[config.mk]
export PLATFORM = sky130hd
export DESIGN_NAME = next_fit_block_pool_allocator
export DESIGN_NICKNAME = d
export VERILOG_FILES = /design/src/rtl/core/nfbpa_pkg.sv /design/src/rtl/core/nfbpa_front.sv /design/src/rtl/core/nfbpa_queue.sv /design/src/rtl/core/nfbpa_back.sv /design/src/rtl/core/next_fit_block_pool_allocator.sv
export SDC_FILE = /design/constraint.sdc
export NUM_CORES = 1
export LEC_CHECK = 0
export ABC_CLOCK_PERIOD_IN_PS = 6540
export BUFFER_PORTS_ARGS = -buffer_cell sky130_fd_sc_hd__buf_2
export CORE_MARGIN = 2
export CORE_UTILIZATION = 55
export DETAILED_ROUTE_END_ITERATION = 10
export GPL_ROUTABILITY_DRIVEN = 0
export GPL_TIMING_DRIVEN = 0
export PLACE_DENSITY = 0.7
export SETUP_SLACK_MARGIN = 0.4
export SLEW_MARGIN = 10
export SYNTH_ARGS = -nofsm -noshare
export SYNTH_HDL_FRONTEND = slang
export SYNTH_SLANG_ARGS = --single-unit
[constraint.sdc]
create_clock -name clk -period 6.54 [get_ports clk]
set_input_delay 0.327 -clock clk [delete_from_list [all_inputs] [get_ports clk]]
set_output_delay 0.327 -clock clk [all_outputs]
set_load 0.02 [all_outputs]
[src/rtl/core/nfbpa_pkg.sv]
// shared types, constants and codes of the next-fit block pool allocator
package nfbpa_pkg;

	localparam int MAX_BLOCKS_DEF = 256;

	// occupancy map is organized in rows of WORD_W blocks
	localparam int WORD_W = 16;
	localparam int BIT_W  = $clog2(WORD_W);

	localparam int ADDR_W   = 32;
	localparam int BBYTES_W = 17;
	localparam int BCOUNT_W = 9;
	localparam int BBYTES_MAX = 65536;

	localparam int DIV_STEPS = ADDR_W;
	localparam int DIV_CNT_W = $clog2(DIV_STEPS);

	localparam int QUEUE_DEPTH = 2;
	localparam int QPTR_W      = $clog2(QUEUE_DEPTH);
	localparam int QCNT_W      = $clog2(QUEUE_DEPTH + 1);

	localparam int CFG_IDX_W = 2;
	localparam logic [CFG_IDX_W-1:0] CFG_POOL_BASE   = 2'd0;
	localparam logic [CFG_IDX_W-1:0] CFG_BLOCK_BYTES = 2'd1;
	localparam logic [CFG_IDX_W-1:0] CFG_BLOCK_COUNT = 2'd2;

	typedef enum logic [2:0] {
		ST_OK           = 3'd0,
		ST_FULL         = 3'd1,
		ST_NOT_MULTIPLE = 3'd2,
		ST_UNSUPPORTED  = 3'd3,
		ST_BAD_FREE     = 3'd4
	} status_t;

	// classified request handed from front to back
	typedef struct packed {
		logic              is_free;
		logic              rem_zero;
		logic [ADDR_W-1:0] quot;
	} cmd_t;

	typedef enum logic [1:0] {
		F_IDLE,
		F_DIV,
		F_PUSH
	} front_state_t;

	typedef enum logic [2:0] {
		B_IDLE,
		B_EVAL,
		B_SCAN_RD,
		B_SCAN_CHK,
		B_MUL,
		B_FREE_RD,
		B_FREE_CHK,
		B_DONE
	} back_state_t;

endpackage

[src/rtl/core/nfbpa_front.sv]
// front end: takes requests, divides size or offset by block size, queues the command
module nfbpa_front
	import nfbpa_pkg::*;
(
	input  logic                clk,
	input  logic                arst_n,
	input  logic                s_tvalid,
	output logic                s_tready,
	input  logic [2*ADDR_W-1:0] s_tdata,
	input  logic                s_tuser,
	input  logic [ADDR_W-1:0]   pool_base,
	input  logic [BBYTES_W-1:0] bb,
	input  logic                q_full,
	output logic                q_push,
	output cmd_t                q_cmd
);

	front_state_t state_q, state_d;

	logic                 action_q;
	logic [ADDR_W-1:0]    dividend_q;
	logic [BBYTES_W-2:0]  rem_q;
	logic [DIV_CNT_W-1:0] cnt_q;

	logic [BBYTES_W-1:0] trial;
	logic                ge;
	logic                accept;

	assign trial  = {rem_q, dividend_q[ADDR_W-1]};
	assign ge     = trial >= bb;
	assign accept = s_tvalid && s_tready;

	always_ff @(posedge clk or negedge arst_n) begin
		if (!arst_n) begin
			state_q <= F_IDLE;
		end else begin
			state_q <= state_d;
		end
	end

	always_comb begin
		state_d  = state_q;
		s_tready = 1'b0;
		q_push   = 1'b0;
		case (state_q)
			F_IDLE: begin
				s_tready = 1'b1;
				if (s_tvalid) state_d = F_DIV;
			end
			F_DIV: begin
				if (cnt_q == DIV_CNT_W'(DIV_STEPS - 1)) state_d = F_PUSH;
			end
			F_PUSH: begin
				q_push = !q_full;
				if (!q_full) state_d = F_IDLE;
			end
			default: state_d = F_IDLE;
		endcase
	end

	// restoring division, one quotient bit per cycle
	always_ff @(posedge clk) begin
		if (accept) begin
			action_q   <= s_tuser;
			// free: offset from pool base, allocate: byte count
			dividend_q <= s_tuser ? (s_tdata[2*ADDR_W-1:ADDR_W] - pool_base)
			                      : s_tdata[ADDR_W-1:0];
			rem_q      <= '0;
			cnt_q      <= '0;
		end else if (state_q == F_DIV) begin
			dividend_q <= {dividend_q[ADDR_W-2:0], ge};
			rem_q      <= ge ? (BBYTES_W-1)'(trial - bb) : trial[BBYTES_W-2:0];
			cnt_q      <= cnt_q + 1'b1;
		end
	end

	assign q_cmd.is_free  = action_q;
	assign q_cmd.rem_zero = (rem_q == '0);
	assign q_cmd.quot     = dividend_q;

endmodule

[src/rtl/core/nfbpa_queue.sv]
// short command queue between front and back
module nfbpa_queue
	import nfbpa_pkg::*;
(
	input  logic clk,
	input  logic arst_n,
	input  logic push,
	input  cmd_t push_cmd,
	output logic full,
	input  logic pop,
	output logic valid,
	output cmd_t pop_cmd
);

	cmd_t              entry_q [QUEUE_DEPTH];
	logic [QPTR_W-1:0] wr_ptr_q, rd_ptr_q;
	logic [QCNT_W-1:0] count_q;

	assign full    = (count_q == QCNT_W'(QUEUE_DEPTH));
	assign valid   = (count_q != '0);
	assign pop_cmd = entry_q[rd_ptr_q];

	always_ff @(posedge clk or negedge arst_n) begin
		if (!arst_n) begin
			wr_ptr_q <= '0;
			rd_ptr_q <= '0;
			count_q  <= '0;
		end else begin
			if (push) begin
				wr_ptr_q <= (wr_ptr_q == QPTR_W'(QUEUE_DEPTH - 1)) ? '0 : wr_ptr_q + 1'b1;
			end
			if (pop) begin
				rd_ptr_q <= (rd_ptr_q == QPTR_W'(QUEUE_DEPTH - 1)) ? '0 : rd_ptr_q + 1'b1;
			end
			if (push && !pop) count_q <= count_q + 1'b1;
			else if (pop && !push) count_q <= count_q - 1'b1;
		end
	end

	always_ff @(posedge clk) begin
		if (push) entry_q[wr_ptr_q] <= push_cmd;
	end

endmodule

[src/rtl/core/nfbpa_back.sv]
// back end: size checks, next-fit map scan, free, and the result register
module nfbpa_back
	import nfbpa_pkg::*;
#(
	parameter int MAX_BLOCKS = MAX_BLOCKS_DEF
) (
	input  logic                                 clk,
	input  logic                                 arst_n,
	input  logic                                 q_valid,
	input  cmd_t                                 q_cmd,
	output logic                                 q_pop,
	input  logic [ADDR_W-1:0]                    pool_base,
	input  logic [BBYTES_W-1:0]                  bb,
	input  logic [$clog2(MAX_BLOCKS+1)-1:0]      n,
	output logic                                 m_tvalid,
	input  logic                                 m_tready,
	output status_t                              out_status,
	output logic [ADDR_W-1:0]                    out_address,
	output logic [$clog2(MAX_BLOCKS+1)-1:0]      out_count
);

	localparam int CNT_W = $clog2(MAX_BLOCKS + 1);
	localparam int ROWS  = (MAX_BLOCKS + WORD_W - 1) / WORD_W;
	localparam int ROW_W = (ROWS > 1) ? $clog2(ROWS) : 1;
	localparam int IDX_W = ROW_W + BIT_W;

	back_state_t state_q, state_d;

	logic [WORD_W-1:0] map_mem [ROWS];
	logic [ROWS-1:0]   row_valid_q;
	logic [WORD_W-1:0] rdata_q;

	cmd_t              cmd_q;
	logic [CNT_W-1:0]  used_q;
	logic [IDX_W-1:0]  scan_start_q;
	logic [IDX_W-1:0]  start_q;
	logic [IDX_W-1:0]  idx_q;
	logic [ROW_W-1:0]  row_q;
	logic              pass2_q;
	status_t           res_status_q;
	logic [ADDR_W-1:0] res_addr_q;
	logic              out_valid_q;

	logic [WORD_W-1:0] word;
	logic [WORD_W-1:0] cand;
	logic              found;
	logic [BIT_W-1:0]  pick;
	logic [IDX_W-1:0]  bit_idx;
	logic [CNT_W-1:0]  n_m1;
	logic [ROW_W-1:0]  last_row;
	logic [ROW_W-1:0]  start_row;
	logic [BIT_W-1:0]  free_bit;
	logic              over_full;
	logic              quot_ge_n;
	logic [IDX_W-1:0]  first_idx;
	logic              out_free;

	assign word      = row_valid_q[row_q] ? rdata_q : '0;
	assign n_m1      = n - 1'b1;
	assign last_row  = ROW_W'(n_m1 >> BIT_W);
	assign start_row = start_q[IDX_W-1:BIT_W];
	assign free_bit  = cmd_q.quot[BIT_W-1:0];
	assign over_full = ({1'b0, cmd_q.quot} + (ADDR_W+1)'(used_q)) > (ADDR_W+1)'(n);
	assign quot_ge_n = cmd_q.quot >= ADDR_W'(n);
	assign first_idx = (ADDR_W'(scan_start_q) < ADDR_W'(n)) ? scan_start_q : '0;
	assign out_free  = !out_valid_q || m_tready;

	// free blocks of the current row that lie in the part of the cyclic order being searched
	always_comb begin
		for (int j = 0; j < WORD_W; j++) begin
			bit_idx = {row_q, BIT_W'(j)};
			cand[j] = !word[j] && (ADDR_W'(bit_idx) < ADDR_W'(n))
			          && (pass2_q ? (bit_idx < start_q) : (bit_idx >= start_q));
		end
		found = 1'b0;
		pick  = '0;
		for (int j = WORD_W - 1; j >= 0; j--) begin
			if (cand[j]) begin
				found = 1'b1;
				pick  = BIT_W'(j);
			end
		end
	end

	always_ff @(posedge clk or negedge arst_n) begin
		if (!arst_n) begin
			state_q <= B_IDLE;
		end else begin
			state_q <= state_d;
		end
	end

	always_comb begin
		state_d = state_q;
		q_pop   = 1'b0;
		case (state_q)
			B_IDLE: begin
				q_pop = q_valid;
				if (q_valid) state_d = B_EVAL;
			end
			B_EVAL: begin
				if (cmd_q.is_free) begin
					state_d = quot_ge_n ? B_DONE : B_FREE_RD;
				end else if (!cmd_q.rem_zero || over_full || cmd_q.quot != ADDR_W'(1)) begin
					state_d = B_DONE;
				end else begin
					state_d = B_SCAN_RD;
				end
			end
			B_SCAN_RD:  state_d = B_SCAN_CHK;
			B_SCAN_CHK: begin
				if (found) state_d = B_MUL;
				else if (pass2_q && row_q == start_row) state_d = B_DONE;
				else state_d = B_SCAN_RD;
			end
			B_MUL:      state_d = B_DONE;
			B_FREE_RD:  state_d = B_FREE_CHK;
			B_FREE_CHK: state_d = B_DONE;
			B_DONE: begin
				if (out_free) state_d = B_IDLE;
			end
			default: state_d = B_IDLE;
		endcase
	end

	// control state of the map and the output register
	always_ff @(posedge clk or negedge arst_n) begin
		if (!arst_n) begin
			row_valid_q  <= '0;
			used_q       <= '0;
			scan_start_q <= '0;
			out_valid_q  <= 1'b0;
		end else begin
			if (state_q == B_SCAN_CHK && found) begin
				row_valid_q[row_q] <= 1'b1;
				used_q             <= used_q + 1'b1;
				scan_start_q       <= {row_q, pick};
			end
			if (state_q == B_FREE_CHK && word[free_bit]) begin
				row_valid_q[row_q] <= 1'b1;
				used_q             <= used_q - 1'b1;
			end
			if (state_q == B_DONE && out_free) out_valid_q <= 1'b1;
			else if (m_tready) out_valid_q <= 1'b0;
		end
	end

	// map row memory, one read and one write port
	always_ff @(posedge clk) begin
		if (state_q == B_SCAN_RD || state_q == B_FREE_RD) rdata_q <= map_mem[row_q];
		if (state_q == B_SCAN_CHK && found) begin
			map_mem[row_q] <= word | (WORD_W'(1) << pick);
		end
		if (state_q == B_FREE_CHK && word[free_bit]) begin
			map_mem[row_q] <= word & ~(WORD_W'(1) << free_bit);
		end
	end

	always_ff @(posedge clk) begin
		case (state_q)
			B_IDLE: begin
				if (q_valid) cmd_q <= q_cmd;
			end
			B_EVAL: begin
				res_addr_q <= '0;
				if (cmd_q.is_free) begin
					res_status_q <= ST_BAD_FREE;
					row_q        <= cmd_q.quot[IDX_W-1:BIT_W];
				end else if (!cmd_q.rem_zero) begin
					res_status_q <= ST_NOT_MULTIPLE;
				end else if (over_full) begin
					res_status_q <= ST_FULL;
				end else begin
					// a count other than one; the scan overwrites it
					res_status_q <= ST_UNSUPPORTED;
					start_q      <= first_idx;
					row_q        <= first_idx[IDX_W-1:BIT_W];
					pass2_q      <= 1'b0;
				end
			end
			B_SCAN_CHK: begin
				if (found) begin
					idx_q        <= {row_q, pick};
					res_status_q <= ST_OK;
				end else if (!pass2_q && row_q == last_row) begin
					// wrap to block zero for the part below the start
					pass2_q <= 1'b1;
					row_q   <= '0;
				end else if (pass2_q && row_q == start_row) begin
					res_status_q <= ST_FULL;
				end else begin
					row_q <= row_q + 1'b1;
				end
			end
			B_MUL: begin
				res_addr_q <= pool_base + ADDR_W'(ADDR_W'(idx_q) * ADDR_W'(bb));
			end
			B_FREE_CHK: begin
				res_status_q <= word[free_bit] ? ST_OK : ST_BAD_FREE;
			end
			B_DONE: begin
				if (out_free) begin
					out_status  <= res_status_q;
					out_address <= res_addr_q;
					out_count   <= used_q;
				end
			end
			default: ;
		endcase
	end

	assign m_tvalid = out_valid_q;

endmodule

[src/rtl/core/next_fit_block_pool_allocator.sv]
// top level of the next-fit block pool allocator: registers, front, queue and back
//
// channel   dir  handshake            payload
// s_*       in   s_tvalid/s_tready    tdata: request_bytes, free_address; tuser: action
// m_*       out  m_tvalid/m_tready    tdata: block_address, occupied_count; tuser: status
// cfg_*     in   cfg_valid/cfg_ready  cfg_index, cfg_data (always ready)
//
// the front takes a request, runs 32 divide steps and writes the queue before taking the next
// the back evaluates a rejected request or an out-of-range free and goes to the result; other
// frees add a map row read and check, and a grant a read and check per map row visited and
// an address multiply, at most ROWS+1 rows of 16 blocks
// front and back overlap through a two-entry queue; a held result stalls the back, and
// the front only once the queue is full
// reset clears the row valid bits of the map at once, so no clearing pass is needed
module next_fit_block_pool_allocator
	import nfbpa_pkg::*;
#(
	parameter int MAX_BLOCKS = MAX_BLOCKS_DEF
) (
	input  logic                 clk,
	input  logic                 arst_n,
	input  logic                 s_tvalid,
	output logic                 s_tready,
	// request_bytes [31:0], free_address [63:32]
	input  logic [2*ADDR_W-1:0]  s_tdata,
	// action
	input  logic                 s_tuser,
	output logic                 m_tvalid,
	input  logic                 m_tready,
	// block_address [31:0], occupied_count above it, zero fill
	output logic [((ADDR_W+$clog2(MAX_BLOCKS+1)+7)/8)*8-1:0] m_tdata,
	// status
	output logic [2:0]           m_tuser,
	input  logic                 cfg_valid,
	output logic                 cfg_ready,
	input  logic [CFG_IDX_W-1:0] cfg_index,
	input  logic [ADDR_W-1:0]    cfg_data
);

	localparam int CNT_W   = $clog2(MAX_BLOCKS + 1);
	localparam int OUT_W   = ((ADDR_W + CNT_W + 7) / 8) * 8;

	logic [ADDR_W-1:0]   pool_base_q;
	logic [BBYTES_W-1:0] block_bytes_q;
	logic [BCOUNT_W-1:0] block_count_q;

	logic [BBYTES_W-1:0] bb;
	logic [CNT_W-1:0]    n;

	logic    q_push, q_full, q_pop, q_valid;
	cmd_t    push_cmd, pop_cmd;
	status_t out_status;
	logic [ADDR_W-1:0] out_address;
	logic [CNT_W-1:0]  out_count;

	assign cfg_ready = 1'b1;

	always_ff @(posedge clk or negedge arst_n) begin
		if (!arst_n) begin
			pool_base_q   <= '0;
			block_bytes_q <= BBYTES_W'(64);
			block_count_q <= BCOUNT_W'(256);
		end else if (cfg_valid && cfg_ready) begin
			case (cfg_index)
				CFG_POOL_BASE:   pool_base_q   <= cfg_data;
				CFG_BLOCK_BYTES: block_bytes_q <= cfg_data[BBYTES_W-1:0];
				CFG_BLOCK_COUNT: block_count_q <= cfg_data[BCOUNT_W-1:0];
				default: ;
			endcase
		end
	end

	// out-of-range register values are clamped into the usable range
	always_comb begin
		if (block_bytes_q == '0) bb = BBYTES_W'(1);
		else if (32'(block_bytes_q) > BBYTES_MAX) bb = BBYTES_W'(BBYTES_MAX);
		else bb = block_bytes_q;

		if (block_count_q == '0) n = CNT_W'(1);
		else if (32'(block_count_q) > MAX_BLOCKS) n = CNT_W'(MAX_BLOCKS);
		else n = CNT_W'(block_count_q);
	end

	nfbpa_front u_front (
		.clk       (clk),
		.arst_n    (arst_n),
		.s_tvalid  (s_tvalid),
		.s_tready  (s_tready),
		.s_tdata   (s_tdata),
		.s_tuser   (s_tuser),
		.pool_base (pool_base_q),
		.bb        (bb),
		.q_full    (q_full),
		.q_push    (q_push),
		.q_cmd     (push_cmd)
	);

	nfbpa_queue u_queue (
		.clk      (clk),
		.arst_n   (arst_n),
		.push     (q_push),
		.push_cmd (push_cmd),
		.full     (q_full),
		.pop      (q_pop),
		.valid    (q_valid),
		.pop_cmd  (pop_cmd)
	);

	nfbpa_back #(
		.MAX_BLOCKS (MAX_BLOCKS)
	) u_back (
		.clk         (clk),
		.arst_n      (arst_n),
		.q_valid     (q_valid),
		.q_cmd       (pop_cmd),
		.q_pop       (q_pop),
		.pool_base   (pool_base_q),
		.bb          (bb),
		.n           (n),
		.m_tvalid    (m_tvalid),
		.m_tready    (m_tready),
		.out_status  (out_status),
		.out_address (out_address),
		.out_count   (out_count)
	);

	assign m_tdata = OUT_W'({out_count, out_address});
	assign m_tuser = out_status;

endmodule
==> out/results.ini, run 1 <==
[setup_path]
worstPathRequired_ns = 7.00
worst_ep_arrival_time_ns = 6.69
worstPathCellList = nor4_4 > nand4_1 > nand2_2 > and2_4 > buf_8 > nand2_4 > fa_1 > inv_2 > fa_1 > fa_1 > fa_1 > ha_4 > o21a_1 > o21a_1 > nand3_2 > or2_4 > o2111a_1 > a211o_1 > a21boi_2 > a31oi_4 > or3_4 > a21oi_2
critPathBufInv = 2
startpoint_type = register
regToRegStartpoint = block_bytes_q[8]$_DFFE_PN0P_
endpoint_kind = register
cp_top_family = adder cells
ff2ff_path_depth = 22
worst_setup_path_endpoint = u_back.res_addr_q[30]$_SDFFCE_PN0P_
timing.reg2reg.setup_slack_ns = 0.31
critical_path.reg2reg.endpoint = u_back.res_addr_q[30]$_SDFFCE_PN0P_
critPathMaxFanout = 7
crit_cells = 22
startpoint_of_the_most_critical_setup_path = block_bytes_q[8]$_DFFE_PN0P_
crit_type = register to register
critPathSlowestCell = sky130_fd_sc_hd__fa_1
path_common_cell = sky130_fd_sc_hd__fa_1
critPathMaxStageDelay_ns = 0.55

[sta]
fmax_ghz = 0.161
setup_violations = 0
max_slew.worst_pin.slew_ns = 1.11
clock_skew_ns = 0.0212
slew_violations = 0
setup_ws_ns = 0.311
rsz0062_at_grt = true
period_share_pct = 95.2
finalSetupTns_ns = 0
fin_crit_ns = 6.23
slew_margin_rel_pct = 25.8
hold_viol = 0

[clock_tree]
cts-root-to-sink-buffers = 3
cts_tree = done
clock-sinks = 629
ctsHtreeMaxLevel = 3
clk_pin_slew_ns = 0.06
cts_root_buffer = sky130_fd_sc_hd__clkbuf_16
insertion_delay_ns = 0.63
cts_made_buffers = 67

[floorplan]
ioPinCount = 158
row_count = 92
floorplan.die.width_um = 255
design.core.area_um2 = 62700
die_area_um2 = 65300
die-height_um = 255
floorplan.initialDensity_pct = 55.4

[synth]
synth_enable_flop_cells = 507
synth_cells = 2757
synth_top_cells_by_count = 507 x sky130_fd_sc_hd__edfxtp_1, 248 x sky130_fd_sc_hd__nand2_1, 200 x sky130_fd_sc_hd__inv_1
ys_async_sr_fraction_pct = 16.1
synth.avg_cell_area_um2 = 12.6
synth.yosys.seq_area_share_pct = 52.3
synth.largest_area_cell = sky130_fd_sc_hd__edfxtp_1
yosysWarnings = 0
synthTopCellsByArea = sky130_fd_sc_hd__edfxtp_1 44%, sky130_fd_sc_hd__dfrtp_1 7.1%, sky130_fd_sc_hd__fa_1 6.7%, sky130_fd_sc_hd__mux4_2 5.7%, sky130_fd_sc_hd__ha_1 5.6%
ys_dominant_reg_cell = sky130_fd_sc_hd__edfxtp_1
post_synth_instance_area_um2 = 34800
synth_most_common_cell = sky130_fd_sc_hd__edfxtp_1
yosys_register_bits = 629
cell_variety_after_synth = 100
synth_top_area_share_pct = 43.8

[global_route]
global_route_wire_length_before_repair_mm = 141
grt_start_max_net_pins = 85
grt_antenna_before_repair = 16
overflow_left_after_global_routing = 0
first_global_vias = 24205
globalRouteTotalUtil_pct = 28.0

[power]
power.density_nw_per_um2 = 503
vdd_drop_max_mv = 0.492
power_leakage_nw = 15.8
p_total_mw = 20.2

[min_path]
worst_hold_path_type = input pin to register

[drt]
drt-initial-drc-count = 2394
route.top_layer_used = met4
routed-wl-met2_mm = 43.4
detailedRoute.firstPassIterationCount = 6
routed_wire_length_per_instance_um = 23.2
total_via_count_after_detailed_routing = 24241
ant_nets = 0
detail_route.wirelength.met1_mm = 38.3
wl_met3_mm = 7.46
routed_wl_mm = 92.2
drc_errors = 0
average_via_count_per_standard_cell = 6.11

[finish]
area_growth_pct = 15.8
final_core_utilization_pct = 64.2
fin_nets = 3437
stdcell_area_um2 = 40300
nFillCells = 4533
layout-drive-gt1-share_pct = 20.4

[placement]
post-place-ws_ns = -0.795
portBuffers = 149
placedInstanceArea_um2 = 36800
post-dp-hpwl_mm = 66.4

[status]
outcome = complete, no violations

[job]
maxCapViolations = 0

==> state kept, by name, indices dropped and copies added, names as in the netlist, 5 cells and up <==
name	cells
u_queue.entry_q	68
block_bytes_q	17
u_back.res_addr_q	32
u_back.used_q	9
u_back.out_count	9
u_back.idx_q	8
u_front.cnt_q	5
u_back.out_address	32
u_back.cmd_q	34
u_back.map_mem	256
block_count_q	9
u_back.scan_start_q	8
u_back.rdata_q	16
u_back.start_q	8
pool_base_q	32
u_front.rem_q	16
u_back.row_valid_q	16
u_front.dividend_q	32
==> logic make-up (layout without fill, tap and decap cells) <==
kind of cell	after synthesis	after routing	synth area share, %
and+or+nand+nor	760	760	11.1
adders and majority gates	273	273	12.3
buffers and inverters	328	676	3.76
AOI/OAI and AO/OA	480	480	9.20
DFF	629	629	52.3
xor gates and xnor gates	86	86	2.17
muxes	199	199	9.15
other	2	18	0.0216
==> repair_timing <==
item | 4_1_cts | 5_1_grt
gates cloned | 1 | 0
setup buffers | 21 | 21
hold endpoints to repair | 130 | 0
resized for setup | 86 | 89
setup endpoints to repair | 550 | 512
hold buffers | 25 | 0
pin swaps | 25 | 56
==> worst min-delay path, stage by stage <==
cell and delay [ns]:
sky130_fd_sc_hd__buf_2 0.15, sky130_fd_sc_hd__nand2_1 0.06, sky130_fd_sc_hd__o21ai_0 0.07
==> routing by layer <==
metal | GRT usage [%] | up-vias
met5 | 0 | -
met4 | 10.3 | 0
met3 | 4.21 | 206
met2 | 44.2 | 1138
li1 | - | 10737
met1 | 39.9 | 12160
==> layout make-up <==
class | instances | area [um2] | share of cell area, %
clock buffer | 80 | 1750 | 4.34
antenna | 10 | 25.0 | 0.0621
multi-input combinational | 1806 | 15800 | 39.4
buffer | 126 | 643 | 1.60
sequential | 629 | 18200 | 45.1
clock inverter | 40 | 467 | 1.16
inverter | 202 | 758 | 1.88
timing repair buffer | 228 | 1540 | 3.83
tap | 846 | 1060 | 2.63
==> how the worst min path moves through the flow <==
stage	startpoint	endpoint	slack (ns)	cells after the start
floorplan	arst_n	block_bytes_q[0]$_DFFE_PN0P_	0.03	0
global placement	u_back.res_addr_q[17]$_SDFFCE_PN0P_	u_back.out_address[17]$_DFFE_PP_	0.40	0
detailed placement	arst_n	u_back.used_q[5]$_DFFE_PN0N_	0.19	1
CTS	cfg_data[16]	pool_base_q[16]$_DFFE_PN0P_	0.01	3
global route	cfg_data[16]	pool_base_q[16]$_DFFE_PN0P_	0.05	3
finish	cfg_data[16]	pool_base_q[16]$_DFFE_PN0P_	0.03	3
==> cells in the final DEF (no fill, tap or decap), types with 11 or more instances in the layout <==
master,count
sky130_fd_sc_hd__edfxtp_1,507
sky130_fd_sc_hd__nand2_1,241
sky130_fd_sc_hd__inv_1,197
sky130_fd_sc_hd__buf_2,156
sky130_fd_sc_hd__ha_1,148
sky130_fd_sc_hd__o21ai_0,133
sky130_fd_sc_hd__nor2_1,116
sky130_fd_sc_hd__fa_1,112
sky130_fd_sc_hd__dfrtp_1,95
sky130_fd_sc_hd__clkbuf_1,88
sky130_fd_sc_hd__mux4_2,88
sky130_fd_sc_hd__a21oi_1,86
sky130_fd_sc_hd__mux2_2,70
sky130_fd_sc_hd__clkbuf_16,68
sky130_fd_sc_hd__a21o_1,57
sky130_fd_sc_hd__nand3_1,57
sky130_fd_sc_hd__buf_4,50
sky130_fd_sc_hd__xnor2_1,46
sky130_fd_sc_hd__and2_1,45
sky130_fd_sc_hd__and3_1,43
sky130_fd_sc_hd__mux2i_1,40
sky130_fd_sc_hd__xor2_1,39
sky130_fd_sc_hd__nor3_1,36
sky130_fd_sc_hd__nor2b_1,30
sky130_fd_sc_hd__o21a_1,26
sky130_fd_sc_hd__dlygate4sd3_1,25
sky130_fd_sc_hd__dfxtp_1,21
sky130_fd_sc_hd__nand4_1,20
sky130_fd_sc_hd__nand2b_1,19
sky130_fd_sc_hd__nor4_1,18
sky130_fd_sc_hd__a31oi_1,17
sky130_fd_sc_hd__and3_2,16
sky130_fd_sc_hd__or2_1,16
sky130_fd_sc_hd__clkinv_1,15
sky130_fd_sc_hd__buf_6,13
sky130_fd_sc_hd__nor3b_1,13
sky130_fd_sc_hd__or3_1,11
==> per-stage QoR <==
| stage | hold slack [ns] | std cells |
|---|---|---|
| after floorplan | 0.0314 | 2763 |
| after detailed placement | 0.194 | 3769 |
| after global placement | 0.402 | 3758 |
| after global routing | 0.0453 | 3967 |
| after CTS | 0.0146 | 3936 |
| final | 0.0346 | 3967 |
==> power breakdown <==
group | switching [mW] | leakage (nW) | internal, mW | total, mW
sequential | 0.575 | 6.07 | 5.64 | 6.22
combinational | 5.79 | 8.68 | 4.44 | 10.2
clock | 1.64 | 1.06 | 2.15 | 3.78
total | 8.01 | 15.8 | 12.2 | 20.2
Note: power is estimated with default switching activity, not from simulation.
==> inputs of run 2 (changes only) <==
- PLACE_DENSITY: 0.7 -> 0.76
==> run 2 against run 1 <==
  * Critical path depth increased by 1
  * Setup slack lost 0.17 ns
  * Via count grew 2.2%
  * Design area is 0.53% lower
  * Largest power group unchanged
==> out/results.ini, run 2 (same netlist as run 1, synthesis figures left out) <==
[status]
outcome = complete, no violations

[clock_tree]
cts_made_buffers = 66  ; -1.5%
cts_tree = done
cts_root_buffer = sky130_fd_sc_hd__clkbuf_16
cts-root-to-sink-buffers = 3  ; unchanged
ctsHtreeMaxLevel = 3  ; unchanged
clock-sinks = 629  ; unchanged
clk_pin_slew_ns = 0.06  ; about the same
insertion_delay_ns = 0.63  ; about the same

[setup_path]
worstPathRequired_ns = 6.98  ; -0.02 ns
critPathMaxFanout = 7  ; unchanged
endpoint_kind = register
crit_type = register to register
worst_ep_arrival_time_ns = 6.84  ; +0.15 ns
startpoint_type = register

[drt]
routed_wire_length_per_instance_um = 23.8  ; +2.4%
detailedRoute.firstPassIterationCount = 6  ; unchanged
routed_wl_mm = 94.1  ; +2.1%
average_via_count_per_standard_cell = 6.26  ; +2.5%
detail_route.wirelength.met1_mm = 36.5  ; -4.7%
routed-wl-met2_mm = 44.1  ; +1.6%
route.top_layer_used = met5
total_via_count_after_detailed_routing = 24763  ; +2.2%
drc_errors = 0  ; unchanged
drt-initial-drc-count = 2875  ; +20%
ant_nets = 0  ; unchanged
wl_met3_mm = 9.07  ; +22%

[power]
power_leakage_nw = 15.7  ; -0.78%
vdd_drop_max_mv = 0.464  ; -5.7%
power.density_nw_per_um2 = 503  ; about the same

[finish]
reg.largest.list = u_back.map_mem x256, u_queue.entry_q x68, u_back.cmd_q x34
largest_reg_flops = 256  ; unchanged
stdcell_count = 3953  ; -0.35%
mostFrequentLayoutCell = sky130_fd_sc_hd__edfxtp_1
area_growth_pct = 15.2
layout-drive-gt1-share_pct = 19.7  ; -0.68 points
most-common-layout-cells = 507 x sky130_fd_sc_hd__edfxtp_1, 245 x sky130_fd_sc_hd__nand2_1, 198 x sky130_fd_sc_hd__inv_1, 157 x sky130_fd_sc_hd__buf_2, 148 x sky130_fd_sc_hd__ha_1
top_register = u_back.map_mem
fin_nets = 3422  ; -0.44%
final_core_utilization_pct = 63.8  ; -0.34 points

[sta]
clock_skew_ns = 0.0312  ; +0.00996 ns
max_slew.worst_pin.slew_ns = 1.19  ; +0.0811 ns
slew_violations = 0  ; unchanged
slew_margin_rel_pct = 20.3  ; -5.5 points
rsz0062_at_grt = true
fin_crit_ns = 6.40  ; +0.171 ns
finalSetupTns_ns = 0  ; unchanged
period_share_pct = 97.9  ; +2.6 points
setup_violations = 0  ; unchanged
fmax_ghz = 0.156  ; -2.7%
hold_viol = 0  ; unchanged

[floorplan]
floorplan.initialDensity_pct = 55.4  ; unchanged
design.core.area_um2 = 62700  ; unchanged
die_area_um2 = 65300  ; unchanged
floorplan.die.width_um = 255  ; unchanged
row_count = 92  ; unchanged
ioPinCount = 158  ; unchanged
die-height_um = 255  ; unchanged

[global_route]
global_route_wire_length_before_repair_mm = 142  ; +0.83%
grt_antenna_before_repair = 17  ; +1
overflow_left_after_global_routing = 0  ; unchanged
grt_start_max_net_pins = 72  ; -15%
first_global_vias = 24603  ; +1.6%
globalRouteTotalUtil_pct = 28.3  ; +0.29 points

[job]
maxCapViolations = 0  ; unchanged

[min_path]
worst_hold_path_type = input pin to register

[placement]
number_of_cells_after_detailed_placement = 3766  ; -0.080%
portBuffers = 149  ; unchanged
post-dp-hpwl_mm = 66.1  ; -0.45%

[run 2: power by group]
part | total, mW | switching [mW] | leakage (nW) | internal, mW
clock network | 3.66 | 1.58 | 1.02 | 2.08
registers | 6.23 | 0.580 | 6.07 | 5.65
logic | 10.3 | 5.93 | 8.59 | 4.33
[run 2: layer usage]
layer,track usage [%],vias up
met5,0,-
met4,12.5,2
met3,6.00,354
met2,45.0,1513
met1,37.9,12184
li1,-,10710
[run 2: what timing repair did]
item	CTS	global route
gates resized for setup	100	67
setup buffers	18	15
endpoints found under the hold margin	62	0
endpoints found under the setup margin	563	404
pin swaps	31	48
hold buffers	24	0
[run 2: stage by stage]
stage                     hold slack, ns  worst slack (ns)  total power [mW]  cell area, um2
after floorplan                   0.0314             0.588              12.4           34800
after global placement             0.401            -0.670              14.3           36600
after detailed placement           0.236             -1.03              14.8           36800
after CTS                     0.00000194             0.276              19.4           39700
after global routing              0.0415            0.0252              21.2           40100
final                             0.0165             0.141              20.1           40100
[run 2: final cells by class]
cell class / instances / area [um2]
tap: 846 / 1060
sequential: 629 / 18200
antenna: 16 / 40.0
inverter: 202 / 762
multi-input combinational: 1806 / 15900
buffer: 126 / 623
clock inverter: 24 / 230
clock buffer: 90 / 1850
timing repair buffer: 214 / 1410
fill: 4458 / 22700
[run 2: worst max-delay path: stages, from the launching register on]
cell and delay [ns]:
sky130_fd_sc_hd__dfrtp_1 0.42, sky130_fd_sc_hd__nor4_4 0.30, sky130_fd_sc_hd__nand4_1 0.18, sky130_fd_sc_hd__nand2_2 0.20, sky130_fd_sc_hd__buf_8 0.14, sky130_fd_sc_hd__and2_4 0.14
sky130_fd_sc_hd__buf_8 0.11, sky130_fd_sc_hd__nand2_4 0.05, sky130_fd_sc_hd__fa_1 0.49, sky130_fd_sc_hd__inv_1 0.05, sky130_fd_sc_hd__fa_1 0.48, sky130_fd_sc_hd__fa_1 0.59
sky130_fd_sc_hd__fa_1 0.48, sky130_fd_sc_hd__ha_4 0.29, sky130_fd_sc_hd__o21a_1 0.17, sky130_fd_sc_hd__o21a_1 0.20, sky130_fd_sc_hd__nand3_2 0.14, sky130_fd_sc_hd__or2_4 0.27
sky130_fd_sc_hd__o2111a_1 0.24, sky130_fd_sc_hd__a211o_1 0.34, sky130_fd_sc_hd__a21boi_2 0.24, sky130_fd_sc_hd__a31oi_4 0.14, sky130_fd_sc_hd__or3_4 0.36, sky130_fd_sc_hd__a21oi_4 0.17
[run 2: path summary, 6_finish.rpt]
| check | startpoint | endpoint | slack, ns | depth (start not counted) |
|---|---|---|---|---|
| max in group asynchronous | arst_n | block_bytes_q[6]$_DFFE_PN1P_ | 5.61 | 3 |
| worst max register to register | block_bytes_q[5]$_DFFE_PN0P_ | u_back.res_addr_q[28]$_SDFFCE_PN0P_ | 0.14 | 23 |
| worst min register to register | u_back.res_addr_q[5]$_SDFFCE_PN0P_ | u_back.out_address[5]$_DFFE_PP_ | 0.41 | 0 |
| min in group asynchronous | arst_n | u_back.used_q[1]$_DFFE_PN0N_ | 0.16 | 2 |
| worst max-delay path | block_bytes_q[5]$_DFFE_PN0P_ | u_back.res_addr_q[28]$_SDFFCE_PN0P_ | 0.14 | 23 |
| worst min-delay path | cfg_data[3] | pool_base_q[3]$_DFFE_PN0P_ | 0.02 | 3 |
